`src/sv/olfoc_pkg.sv`:
```
// Shared types, constants and the sine table generator for the open-loop FOC drive.
package olfoc_pkg;

  localparam logic [1:0] FUNC_TICK  = 2'd0;
  localparam logic [1:0] FUNC_START = 2'd1;

  // Byte addresses of the configuration registers.
  localparam logic [2:0] ADDR_INCREMENT = 3'd0;
  localparam logic [2:0] ADDR_AMPLITUDE = 3'd4;

  localparam logic [63:0] HALF_PI_Q30    = 64'd1686629713;
  localparam logic [29:0] SQRT3_HALF_Q30 = 30'd929887697;
  localparam logic [15:0] DUTY_MID       = 16'd32768;
  localparam logic [15:0] DUTY_MAX       = 16'd65535;
  localparam logic [15:0] VBUS_MIN_Q8    = 16'd26;
  localparam logic [15:0] VBUS_SUBST_Q8  = 16'd3072;
  localparam int          DIV_BITS       = 16;

  typedef enum logic [3:0] {
    ST_IDLE,
    ST_LOOK,
    ST_MUL_S,
    ST_MUL_C,
    ST_BETA,
    ST_MUL_K,
    ST_CLARKE,
    ST_MINMAX,
    ST_DIV_INIT,
    ST_DIV_STEP,
    ST_DIV_STORE,
    ST_DONE
  } ctrl_state_t;

  typedef enum logic [3:0] {
    OP_NONE,
    OP_ACCEPT,
    OP_LOOK,
    OP_MUL_S,
    OP_MUL_C,
    OP_BETA,
    OP_MUL_K,
    OP_CLARKE,
    OP_MINMAX,
    OP_DIV_INIT,
    OP_DIV_STEP,
    OP_DIV_STORE,
    OP_LOAD
  } dp_op_t;

  typedef struct packed {
    dp_op_t     op;
    logic [1:0] ph;
  } dp_cmd_t;

  // Quarter-wave sine sample in Q16 from an angle in Q30 radians (Taylor series).
  function automatic logic [16:0] sine_q16(input logic [63:0] x);
    logic [63:0] x2;
    logic [63:0] term;
    logic [63:0] sum;
    x2   = (x * x) >> 30;
    term = x;
    sum  = x;
    term = ((term * x2) >> 30) / 64'd6;   sum = sum - term;
    term = ((term * x2) >> 30) / 64'd20;  sum = sum + term;
    term = ((term * x2) >> 30) / 64'd42;  sum = sum - term;
    term = ((term * x2) >> 30) / 64'd72;  sum = sum + term;
    term = ((term * x2) >> 30) / 64'd110; sum = sum - term;
    term = ((term * x2) >> 30) / 64'd156; sum = sum + term;
    term = ((term * x2) >> 30) / 64'd210; sum = sum - term;
    sum = (sum + 64'd8192) >> 14;
    if (sum > 64'd65536) begin
      sum = 64'd65536;
    end
    return sum[16:0];
  endfunction

endpackage

```
`src/sv/olfoc_ctrl.sv`:
```
// Sequencing state machine for the FOC datapath.
module olfoc_ctrl (
  input  logic                clk,
  input  logic                rst_n,
  input  logic                in_tvalid,
  input  logic [1:0]          in_func,
  input  logic                out_free,
  output logic                in_tready,
  output olfoc_pkg::dp_cmd_t  cmd
);
  import olfoc_pkg::*;

  ctrl_state_t state_r, state_nxt;
  logic [1:0]  ph_r, ph_nxt;
  logic [3:0]  step_r, step_nxt;

  always_ff @(posedge clk) begin
    if (!rst_n) begin
      state_r <= ST_IDLE;
      ph_r    <= '0;
      step_r  <= '0;
    end else begin
      state_r <= state_nxt;
      ph_r    <= ph_nxt;
      step_r  <= step_nxt;
    end
  end

  always_comb begin
    state_nxt = state_r;
    ph_nxt    = ph_r;
    step_nxt  = step_r;
    in_tready = 1'b0;
    cmd.op    = OP_NONE;
    cmd.ph    = ph_r;
    unique case (state_r)
      ST_IDLE: begin
        in_tready = 1'b1;
        if (in_tvalid) begin
          cmd.op    = OP_ACCEPT;
          state_nxt = (in_func == FUNC_TICK) ? ST_LOOK : ST_DONE;
        end
      end
      ST_LOOK: begin
        cmd.op = OP_LOOK;
        state_nxt = ST_MUL_S;
      end
      ST_MUL_S: begin
        cmd.op = OP_MUL_S;
        state_nxt = ST_MUL_C;
      end
      ST_MUL_C: begin
        cmd.op = OP_MUL_C;
        state_nxt = ST_BETA;
      end
      ST_BETA: begin
        cmd.op = OP_BETA;
        state_nxt = ST_MUL_K;
      end
      ST_MUL_K: begin
        cmd.op = OP_MUL_K;
        state_nxt = ST_CLARKE;
      end
      ST_CLARKE: begin
        cmd.op = OP_CLARKE;
        state_nxt = ST_MINMAX;
      end
      ST_MINMAX: begin
        cmd.op = OP_MINMAX;
        ph_nxt = '0;
        state_nxt = ST_DIV_INIT;
      end
      ST_DIV_INIT: begin
        cmd.op = OP_DIV_INIT;
        step_nxt = '0;
        state_nxt = ST_DIV_STEP;
      end
      ST_DIV_STEP: begin
        cmd.op = OP_DIV_STEP;
        step_nxt = step_r + 4'd1;
        if (step_r == 4'(DIV_BITS - 1)) begin
          state_nxt = ST_DIV_STORE;
        end
      end
      ST_DIV_STORE: begin
        cmd.op = OP_DIV_STORE;
        if (ph_r == 2'd2) begin
          state_nxt = ST_DONE;
        end else begin
          ph_nxt = ph_r + 2'd1;
          state_nxt = ST_DIV_INIT;
        end
      end
      ST_DONE: begin
        if (out_free) begin
          cmd.op = OP_LOAD;
          state_nxt = ST_IDLE;
        end
      end
      default: state_nxt = ST_IDLE;
    endcase
  end

endmodule

```
`config.mk`:
```
export PLATFORM = sky130hd
export DESIGN_NAME = olfoc_ctrl
export DESIGN_NICKNAME = d
export VERILOG_FILES = /design/src/sv/olfoc_pkg.sv /design/src/sv/olfoc_ctrl.sv
export SDC_FILE = /design/constraint.sdc
export NUM_CORES = 1
export LEC_CHECK = 0
export BUFFER_PORTS_ARGS = -buffer_cell sky130_fd_sc_hd__buf_2
export CAP_MARGIN = 20
export CORE_ASPECT_RATIO = 1.1
export CORE_UTILIZATION = 40
export CTS_BUF_LIST = sky130_fd_sc_hd__clkbuf_8 sky130_fd_sc_hd__clkbuf_16
export CTS_CLUSTER_DIAMETER = 40
export DETAILED_ROUTE_END_ITERATION = 10
export GPL_ROUTABILITY_DRIVEN = 0
export PLACE_DENSITY = 0.67
export SYNTH_ARGS = -nofsm -noshare
export SYNTH_HDL_FRONTEND = slang
export SYNTH_SLANG_ARGS = --single-unit
```
`constraint.sdc`:
```
create_clock -name clk -period 2.8 [get_ports clk]
set_clock_uncertainty 0.15 [all_clocks]
set_input_delay 0.28 -clock clk [delete_from_list [all_inputs] [get_ports clk]]
set_output_delay 0.28 -clock clk [all_outputs]
set_load 0.005 [all_outputs]
```
==> flow_metrics.env, run 1 <==
export IMPL_status="complete, no violations"
export IMPL_drtAntennaViolNets=0
export IMPL_final_cell_mix="12 x buf_2, 10 x dfxtp_1, 9 x nand2_1"
export IMPL_p_total_mw=0.539
export IMPL_critPathCaptureType="output port"
export IMPL_ys_ff_latch=10
export IMPL_whs_ns=0.193
export IMPL_post_cts_buffers=0
export IMPL_cts_root_buffer="clkbuf_8"
export IMPL_cts_tree="built"
export IMPL_grt_pass1_vias=512
export IMPL_final_common_cell="buf_2"
export IMPL_cts_made_buffers=3
export IMPL_cp_required_ns=2.37
export IMPL_io_buffer_count=12
export IMPL_dieArea_sq_um=1850
export IMPL_cap_violations=0
export IMPL_max_freq_mhz=444
export IMPL_final_layout_size_suffix_gt1_share_pct=19.1
export IMPL_routedWlPerCell_um=11.7
export IMPL_peakVddDrop_mv=0.368
export IMPL_htree_levels=1
export IMPL_hold_viol=0
export IMPL_die_y_um=45.0
export IMPL_period_share_pct=80.5
export IMPL_ys_top_cells_by_area="dfxtp_1 30%, a21oi_1 5.2%, nand2_1 5.0%, ha_1 3.7%, nand2b_1 3.7%"
export IMPL_period_needed_ns=2.25
export IMPL_area_growth_pct=15.1
export IMPL_grt_antenna_before_repair=0
export IMPL_core_area_sq_um=1580
export IMPL_drc=0
export IMPL_slew_viol_final=0
export IMPL_p_per_area_nw_per_um2=698
export IMPL_grt_use_total_pct=17.3
export IMPL_cp_max_fo=20
export IMPL_start_util_pct=42.6
export IMPL_cts_sinks=10
export IMPL_grt_pass1_wl_mm=2.20
export IMPL_dpl_hpwl_um=938
export IMPL_vias=632
export IMPL_p_leak_nw=0.291
export IMPL_start_kind="flip-flop"
export IMPL_routed_via_density=5.69
export IMPL_drt_iter0_drc=4
export IMPL_syn_inst=84
export IMPL_clk_path_buf_depth=2
export IMPL_arrival_ns=1.82
export IMPL_syn_area_sq_um=672
export IMPL_yosys_area_top_type="dfxtp_1"
export IMPL_relSlewSlack_pct=57.8
export IMPL_synth_cell_type_count=39
export IMPL_synth_top_cell_area_share_pct=29.8
export IMPL_drt_pass1_iter_count=4
export IMPL_ioPinCount=13
export IMPL_rsz0062_at_grt="false"
export IMPL_fp_row_count=15
export IMPL_cts_hold_buf=0
export IMPL_path_clk_slew_ns=0.04
export IMPL_critical_path_class="flip-flop to output port"
export IMPL_dieWidth_um=41.1
export IMPL_cts_resized=0
export IMPL_wl_mm=1.30
export IMPL_clk_latency_ns=0.23
export IMPL_syn_avg_cell_area_sq_um=8.00
export IMPL_antenna_cells=0
export IMPL_num_nets_final=104
export IMPL_syn_nets=92
export IMPL_yosysWarnings=0
export IMPL_finalSetupTns_ns=0
export IMPL_worstMarginPinSlew_ns=0.633
export IMPL_setup_viol_count_final=0
export IMPL_worstHoldPathType="primary input to flip-flop"
export IMPL_overflow=0
export IMPL_grt_max_degree=21
export IMPL_seq_area_frac_synth_pct=29.8
## through the flow
step / instances / utilization (%) / instance area, sq um / setup slack, ns
after floorplan: 84 / - / 672 / 1.18
after global placement: 108 / 46.4 / 732 / 0.874
after detailed placement: 108 / 46.4 / 732 / 0.818
after CTS: 111 / 49.0 / 773 / 0.569
after global routing: 111 / 49.0 / 773 / 0.318
final: 111 / 49.0 / 773 / 0.547
## worst paths after layout
| check | slack (ns) | depth (start not counted) | endpoint | start |
|---|---|---|---|---|
| max | 0.55 | 4 | cmd[5] | state_r[0] |
| min | 0.19 | 2 | state_r[3] | rst_n |
| max reg2reg | 1.00 | 4 | ph_r[0] | state_r[3] |
| min reg2reg | 0.32 | 2 | step_r[1] | step_r[1] |
## kinds of logic (layout without fill, tap and decap cells)
kind of cell | after synthesis | count (layout) | synth area share (%)
AND/OR/NAND/NOR | 42 | 42 | 39.7
AO/OA/AOI/OAI | 20 | 20 | 18.4
flip-flops | 10 | 10 | 29.8
buffers and inverters | 7 | 17 | 4.28
adder cells (fa/ha/maj) | 2 | 2 | 3.72
XOR/XNOR | 2 | 2 | 2.61
multiplexers | 1 | 1 | 1.49
## layout make-up
cell class                 instances  area, sq um
sequential                        10          200
tap                               17         21.3
inverter                           2         7.51
timing repair buffer              12         60.1
fill                             173          803
multi-input combinational         67          443
clock buffer                       3         41.3
## critical path: stages (launching register included)
cell	delay (ns)
dfxtp_1	0.72
nand2_1	0.28
nor3b_1	0.32
o21bai_1	0.15
buf_2	0.12
## metal layers
layer,routed length [um],vias to the layer above,track usage (%)
li1,-,327,-
met1,630,287,25.1
met2,613,16,24.4
met3,41,2,2.96
met4,14,0,8.00
met5,0,-,0
## flip-flops by register name, summed over array words and instances (netlist names)
name	flops
step_r	4
ph_r	2
state_r	4
## power breakdown
part           internal [mW]  switching, mW  total (mW)
Combinational          0.100         0.0717       0.172
Clock                 0.0936         0.0497       0.143
Sequential             0.159         0.0648       0.224
Total                  0.353          0.186       0.539
## cell usage after synthesis
library cell / count
o41ai_1: 1
mux2i_1: 1
nand3_1: 3
nand4b_1: 2
o21a_1: 2
dfxtp_1: 10
inv_1: 2
nand2_1: 9
o2111ai_1: 1
ha_1: 2
nor2b_1: 2
o21ai_0: 1
o21ai_1: 3
a31oi_1: 1
nor2_1: 4
nand4_1: 1
nand2b_1: 4
buf_2: 2
a211oi_1: 1
or3b_1: 2
xor2_1: 1
o22ai_1: 1
buf_1: 1
and2_1: 1
nor4_1: 2
or3_1: 2
clkbuf_1: 2
nor3b_1: 2
a21oi_1: 7
or4b_1: 1
nor3b_2: 1
xnor2_1: 1
and3b_1: 1
nor4b_2: 1
o21bai_1: 1
nand2b_4: 1
nand3b_1: 1
nor3_1: 2
o31a_1: 1
Power figures use the tool's default switching activity.
==> run 2: changes to the inputs <==
--- a/config.mk
+++ b/config.mk
@@ -5,6 +5,7 @@
 export SDC_FILE = /design/constraint.sdc
 export NUM_CORES = 1
 export LEC_CHECK = 0
+export ABC_AREA = 1
 export BUFFER_PORTS_ARGS = -buffer_cell sky130_fd_sc_hd__buf_2
 export CAP_MARGIN = 20
 export CORE_ASPECT_RATIO = 1.1
==> constraint.sdc (replaced) <==
create_clock -name clk -period 2.2 [get_ports clk]
set_clock_uncertainty 0.15 [all_clocks]
set_input_delay 0.22 -clock clk [delete_from_list [all_inputs] [get_ports clk]]
set_output_delay 0.22 -clock clk [all_outputs]
set_load 0.005 [all_outputs]
==> flow_metrics.env, run 2 <==
export IMPL_status="complete, no violations"
export IMPL_synth_top_family_by_area="simple AND/OR/NAND/NOR gates"
export IMPL_async_flop_share_pct=0
export IMPL_dp_slack_ns=0.733
export IMPL_cap_violations=0
export IMPL_routedWlPerCell_um=10.5
export IMPL_yosys_top_cells_count="20 x nor2_1, 17 x nand2_1, 12 x inv_1"
export IMPL_drt_iter0_drc=10
export IMPL_cts_made_buffers=3
export IMPL_finalSetupTns_ns=0
export IMPL_fp_row_count=14
export IMPL_dp_cells=126
export IMPL_start_util_pct=45.2
export IMPL_min_path_cells=3
export IMPL_area_growth_pct=14.5
export IMPL_clk_latency_ns=0.23
export IMPL_synth_adder_area_share_pct=3.85
export IMPL_core_area_sq_um=1440
export IMPL_cts_sinks=10
export IMPL_relSlewSlack_pct=79.2
export IMPL_min_from="rst_n"
export IMPL_nFillCells=164
export IMPL_dieArea_sq_um=1790
export IMPL_yosysMostFrequentCell="nor2_1"
export IMPL_arrival_ns=1.36
export IMPL_reg2regPathDepth=7
export IMPL_dieWidth_um=40.4
export IMPL_ys_top_cells_by_area="dfxtp_1 31%, nor2_1 12%, nand2_1 9.8%, inv_1 6.9%, a21oi_1 5.4%"
export IMPL_cp_required_ns=1.83
export IMPL_syn_nets=109
export IMPL_final_common_cell="nor2_1"
export IMPL_synthSimpleGateAreaFrac_pct=34.7
export IMPL_drc=0
export IMPL_synth_edf_count=0
export IMPL_io_buffer_count=12
export IMPL_antenna_cells=0
export IMPL_cp_max_fo=8
export IMPL_hold_viol=0
export IMPL_p_leak_nw=0.355
export IMPL_vias=663
export IMPL_synth_top_flop_cell="dfxtp_1"
export IMPL_grt_use_total_pct=19.1
export IMPL_worstHoldPathType="primary input to flip-flop"
export IMPL_synthMuxAreaShare_pct=0
export IMPL_syn_area_sq_um=649
export IMPL_period_needed_ns=1.73
export IMPL_p_per_area_nw_per_um2=1200
export IMPL_ioPinCount=13
export IMPL_cts_resized=0
export IMPL_reg2reg_slack_ns=0.75
export IMPL_cts_root_buffer="clkbuf_8"
export IMPL_fin_ws_ns=0.468
export IMPL_syn_avg_cell_area_sq_um=6.43
export IMPL_cts_hold_buf=0
export IMPL_syn_inst=101
export IMPL_critical_path_class="flip-flop to output port"
export IMPL_routed_via_density=5.14
export IMPL_rsz0062_at_grt="false"
export IMPL_start_kind="flip-flop"
export IMPL_synth_compound_area_share_pct=17.1
export IMPL_final_cell_mix="20 x nor2_1, 17 x nand2_1, 12 x inv_1, 12 x buf_2, 10 x dfxtp_1"
export IMPL_seq_area_frac_synth_pct=30.8
export IMPL_setup_viol_count_final=0
export IMPL_crit_reg2reg_capture="ph_r[1]"
export IMPL_wl_mm=1.35
export IMPL_period_share_pct=78.7
export IMPL_yosysWarnings=0
export IMPL_final_layout_size_suffix_gt1_share_pct=23.0
export IMPL_htree_levels=1
export IMPL_stdcell_count=129
export IMPL_dpl_hpwl_mm=1.05
export IMPL_synth_cell_type_count=21
export IMPL_path_clk_slew_ns=0.04
export IMPL_placed_cell_area_sq_um=702
export IMPL_cts_tree="built"
export IMPL_num_nets_final=123
export IMPL_rr_startpoint="state_r[3]"
export IMPL_max_freq_mhz=577
export IMPL_overflow=0
export IMPL_post_cts_buffers=0
export IMPL_worstMarginPinSlew_ns=0.312
export IMPL_drtAntennaViolNets=0
export IMPL_grt_pass1_vias=580
export IMPL_grt_max_degree=9
export IMPL_synth_xor_area_share_pct=0
export IMPL_slew_viol_final=0
export IMPL_whs_ns=0.119
export IMPL_final_area_sq_um=743
export IMPL_grt_pass1_wl_mm=2.34
export IMPL_clk_path_buf_depth=2
export IMPL_reg_largest_list="state_r: 4 flops, step_r: 4 flops, ph_r: 2 flops"
export IMPL_synth_top_cell_area_share_pct=30.8
export IMPL_critPathCaptureType="output port"
export IMPL_grt_antenna_before_repair=0
export IMPL_die_y_um=44.3
export IMPL_drt_pass1_iter_count=5
export IMPL_hold_end="ph_r[0]"
export IMPL_yosys_area_top_type="dfxtp_1"
export IMPL_peakVddDrop_mv=0.702
export IMPL_ys_ff_latch=10
## run 2: cell count changes in the layout (fill, tap and decap cells not counted), moves of 3 or more
cell	previous run	this run
nand2_1	9	17
inv_1	2	12
nor2_1	4	20
inv_2	0	4
nand3_1	3	7
nand2b_1	4	0
o21ai_1	3	0
o21ai_0	1	7
## run 2: where the power goes
group	internal, mW	leakage (nW)	switching (mW)	total (mW)
Sequential	0.221	0.0815	0.0706	0.291
Combinational	0.171	0.252	0.243	0.414
Clock	0.119	0.0216	0.0637	0.183
Total	0.511	0.355	0.378	0.888
## run 2: routing by layer
| layer | vias to the layer above | wire length, um | track usage [%] | part of all wire [%] |
|---|---|---|---|---|
| li1 | 351 | - | - | - |
| met1 | 293 | 647 | 25.6 | 48 |
| met5 | - | 0 | 0 | 0 |
| met3 | 4 | 55 | 3.02 | 4.1 |
| met4 | 0 | 32 | 12.0 | 2.4 |
| met2 | 15 | 615 | 27.9 | 46 |
## run 2: cells by family (layout without fill, tap and decap cells)
| family | Yosys count | after routing |
|---|---|---|
| DFF | 10 | 10 |
| adders and majority gates | 2 | 2 |
| and+or+nand+nor | 51 | 51 |
| AOI/OAI and AO/OA | 19 | 19 |
| buffers and inverters | 19 | 31 |
## run 2: worst max-delay path: stages (launching register included)
cell     delay [ns]
dfxtp_1        0.49
nand2_2        0.14
inv_2          0.09
nand2_1        0.04
o21ai_0        0.07
inv_1          0.09
o31ai_1        0.06
buf_2          0.14
## run 2: how the worst max path moves through the flow
stage                     from      end  slack (ns)
CTS                 state_r[1]   cmd[4]        0.48
global route        state_r[1]   cmd[4]        0.35
global placement    state_r[1]   cmd[4]        0.75
finish              state_r[1]   cmd[4]        0.47
detailed placement  state_r[1]   cmd[4]        0.73
floorplan           state_r[1]  ph_r[0]        0.97
## run 2: through the flow
step | power [mW] | utilization, %
3_3_place_gp | 0.697 | 48.9
6_report | 0.888 | 51.7
2_1_floorplan | 0.615 | -
5_1_grt | 0.968 | 51.7
4_1_cts | 0.898 | 51.7
3_5_place_dp | 0.708 | 48.9
## run 2: final cells by class
cell class                 count  area, sq um  share of cell area (%)
tap                           16         20.0                    2.69
multi-input combinational     72          362                    48.7
inverter                      16         60.1                    8.08
sequential                    10          200                    26.9
timing repair buffer          12         60.1                    8.08
clock buffer                   3         41.3                    5.56
==> run 3: changes to the inputs <==
--- a/config.mk
+++ b/config.mk
@@ -5,7 +5,7 @@
 export SDC_FILE = /design/constraint.sdc
 export NUM_CORES = 1
 export LEC_CHECK = 0
-export ABC_AREA = 1
+export ABC_AREA = 0
 export BUFFER_PORTS_ARGS = -buffer_cell sky130_fd_sc_hd__buf_2
 export CAP_MARGIN = 20
 export CORE_ASPECT_RATIO = 1.1
@@ -14,7 +14,7 @@
 export CTS_CLUSTER_DIAMETER = 40
 export DETAILED_ROUTE_END_ITERATION = 10
 export GPL_ROUTABILITY_DRIVEN = 0
-export PLACE_DENSITY = 0.67
+export PLACE_DENSITY = 0.69
 export SYNTH_ARGS = -nofsm -noshare
 export SYNTH_HDL_FRONTEND = slang
 export SYNTH_SLANG_ARGS = --single-unit
==> constraint.sdc (replaced) <==
create_clock -name clk -period 1.5 [get_ports clk]
set_clock_uncertainty 0.15 [all_clocks]
set_input_delay 0.15 -clock clk [delete_from_list [all_inputs] [get_ports clk]]
set_output_delay 0.15 -clock clk [all_outputs]
set_load 0.005 [all_outputs]
==> flow_metrics.env, run 3 (synthesis results as in run 1) <==
export IMPL_status="finished with violations"
export IMPL_violations="negative setup slack"
export IMPL_clk_path_buf_depth=2
export IMPL_crit_slowest_cell="dfxtp_4"
export IMPL_critPathCaptureType="output port"
export IMPL_start_util_pct=42.6
export IMPL_start_kind="flip-flop"
export IMPL_die_y_um=45.0
export IMPL_rr_startpoint="ph_r[0]"
export IMPL_grt_pass1_vias=758
export IMPL_min_path_cells=2
export IMPL_arrival_ns=1.31
export IMPL_cts_hold_buf=0
export IMPL_vias=863
export IMPL_cp_cell_sequence="buf_6 > buf_6 > nor4_4 > buf_2"
export IMPL_slew_viol_final=0
export IMPL_crit_top_cell="buf_6"
export IMPL_cts_root_buffer="clkbuf_8"
export IMPL_final_layout_size_suffix_gt1_share_pct=60.3
export IMPL_antenna_cells=0
export IMPL_htree_levels=1
export IMPL_reg2reg_slack_ns=-0.11
export IMPL_drt_iter0_drc=42
export IMPL_final_area_sq_um=1150
export IMPL_rsz0062_at_grt="true"
export IMPL_cap_violations=0
export IMPL_critPathTopFamily="buffers and inverters"
export IMPL_grt_use_total_pct=27.8
export IMPL_grt_pass1_wl_mm=3.32
export IMPL_relSlewSlack_pct=79.2
export IMPL_critical_path_class="flip-flop to output port"
export IMPL_fin_ws_ns=-0.114
export IMPL_max_freq_mhz=619
export IMPL_cp_max_fo=5
export IMPL_dieWidth_um=41.1
export IMPL_final_common_cell="buf_4"
export IMPL_peakVddDrop_mv=0.846
export IMPL_cts_sinks=10
export IMPL_fp_row_count=15
export IMPL_utilization_pct=72.9
export IMPL_dp_slack_ns=-0.0714
export IMPL_grt_max_degree=10
export IMPL_wl_mm=2.65
export IMPL_cp_required_ns=1.20
export IMPL_num_nets_final=131
export IMPL_overflow=0
export IMPL_ioPinCount=13
export IMPL_placed_cell_area_sq_um=866
export IMPL_area_growth_pct=70.9
export IMPL_routed_via_density=6.25
export IMPL_cts_made_buffers=3
export IMPL_grt_antenna_before_repair=0
export IMPL_worstMarginPinSlew_ns=0.308
export IMPL_reg_largest_list="state_r: 4 flops, step_r: 4 flops, ph_r: 2 flops"
export IMPL_setup_viol_count_final=9
export IMPL_p_per_area_nw_per_um2=1350
export IMPL_path_clk_slew_ns=0.05
export IMPL_worstHoldPathType="primary input to flip-flop"
export IMPL_drt_pass1_iter_count=4
export IMPL_routedWlPerCell_um=19.2
export IMPL_core_area_sq_um=1580
export IMPL_p_total_mw=1.55
export IMPL_cp_num_cells=4
export IMPL_crit_buf_inv=3
export IMPL_reg2regPathDepth=6
export IMPL_io_buffer_count=12
export IMPL_dpl_hpwl_mm=1.34
export IMPL_crit_reg2reg_capture="ph_r[0]"
export IMPL_p_leak_nw=0.469
export IMPL_finalSetupTns_ns=-0.464
export IMPL_drtAntennaViolNets=0
export IMPL_cts_tree="built"
export IMPL_hold_viol=0
export IMPL_clk_latency_ns=0.25
export IMPL_slowest_delay_ns=0.38
export IMPL_min_from="rst_n"
export IMPL_period_needed_ns=1.61
export IMPL_period_share_pct=108
export IMPL_drc=0
export IMPL_hold_end="state_r[3]"
export IMPL_dieArea_sq_um=1850
export IMPL_final_cell_mix="22 x buf_4, 12 x buf_2, 7 x nand2_1"
[run 3: worst max path at each step]
stage / startpoint / endpoint / slack [ns]
after floorplan: ph_r[0] / ph_r[0] / -0.0001
after global placement: state_r[1] / step_r[3] / -0.002
after detailed placement: ph_r[0] / ph_r[0] / -0.07
after CTS: state_r[1] / cmd[2] / -0.05
after global routing: ph_r[0] / ph_r[0] / -0.14
final: state_r[1] / in_tready / -0.11
[run 3: metrics by stage]
| step | cells | hold WS [ns] |
|---|---|---|
| detailed placement | 125 | 0.299 |
| global placement | 125 | 0.306 |
| finish | 138 | 0.0498 |
| CTS | 134 | 0.0408 |
| global route | 138 | 0.0621 |
| floorplan | 84 | 0.118 |
[run 3: metal layers]
layer  track usage (%)  vias to the layer above  share of wire [%]
met5                 0                        -                  0
met3              7.39                        9                7.0
met1              32.6                      424                 40
met4              10.0                        0                1.8
li1                  -                      382                  -
met2              46.6                       48                 51
[run 3: layout make-up]
type,count,area [sq um]
multi-input cells,67,578
repair buffers,39,285
clock buffers,3,41.3
well taps,17,21.3
fillers,115,428
flip-flops and latches,10,215
inverters,2,7.51
[run 3: where the power goes]
group	switching (mW)	internal (mW)	leakage, nW
sequential	0.0754	0.312	0.0847
clock	0.134	0.178	0.0216
combinational	0.380	0.475	0.363
[run 3: what timing repair did]
item / in CTS / in global routing
gates cloned: 0 / 0
resized for setup: 22 / 17
setup buffers: 6 / 4
pin swaps: 6 / 8
endpoints found under the setup margin: 8 / 10
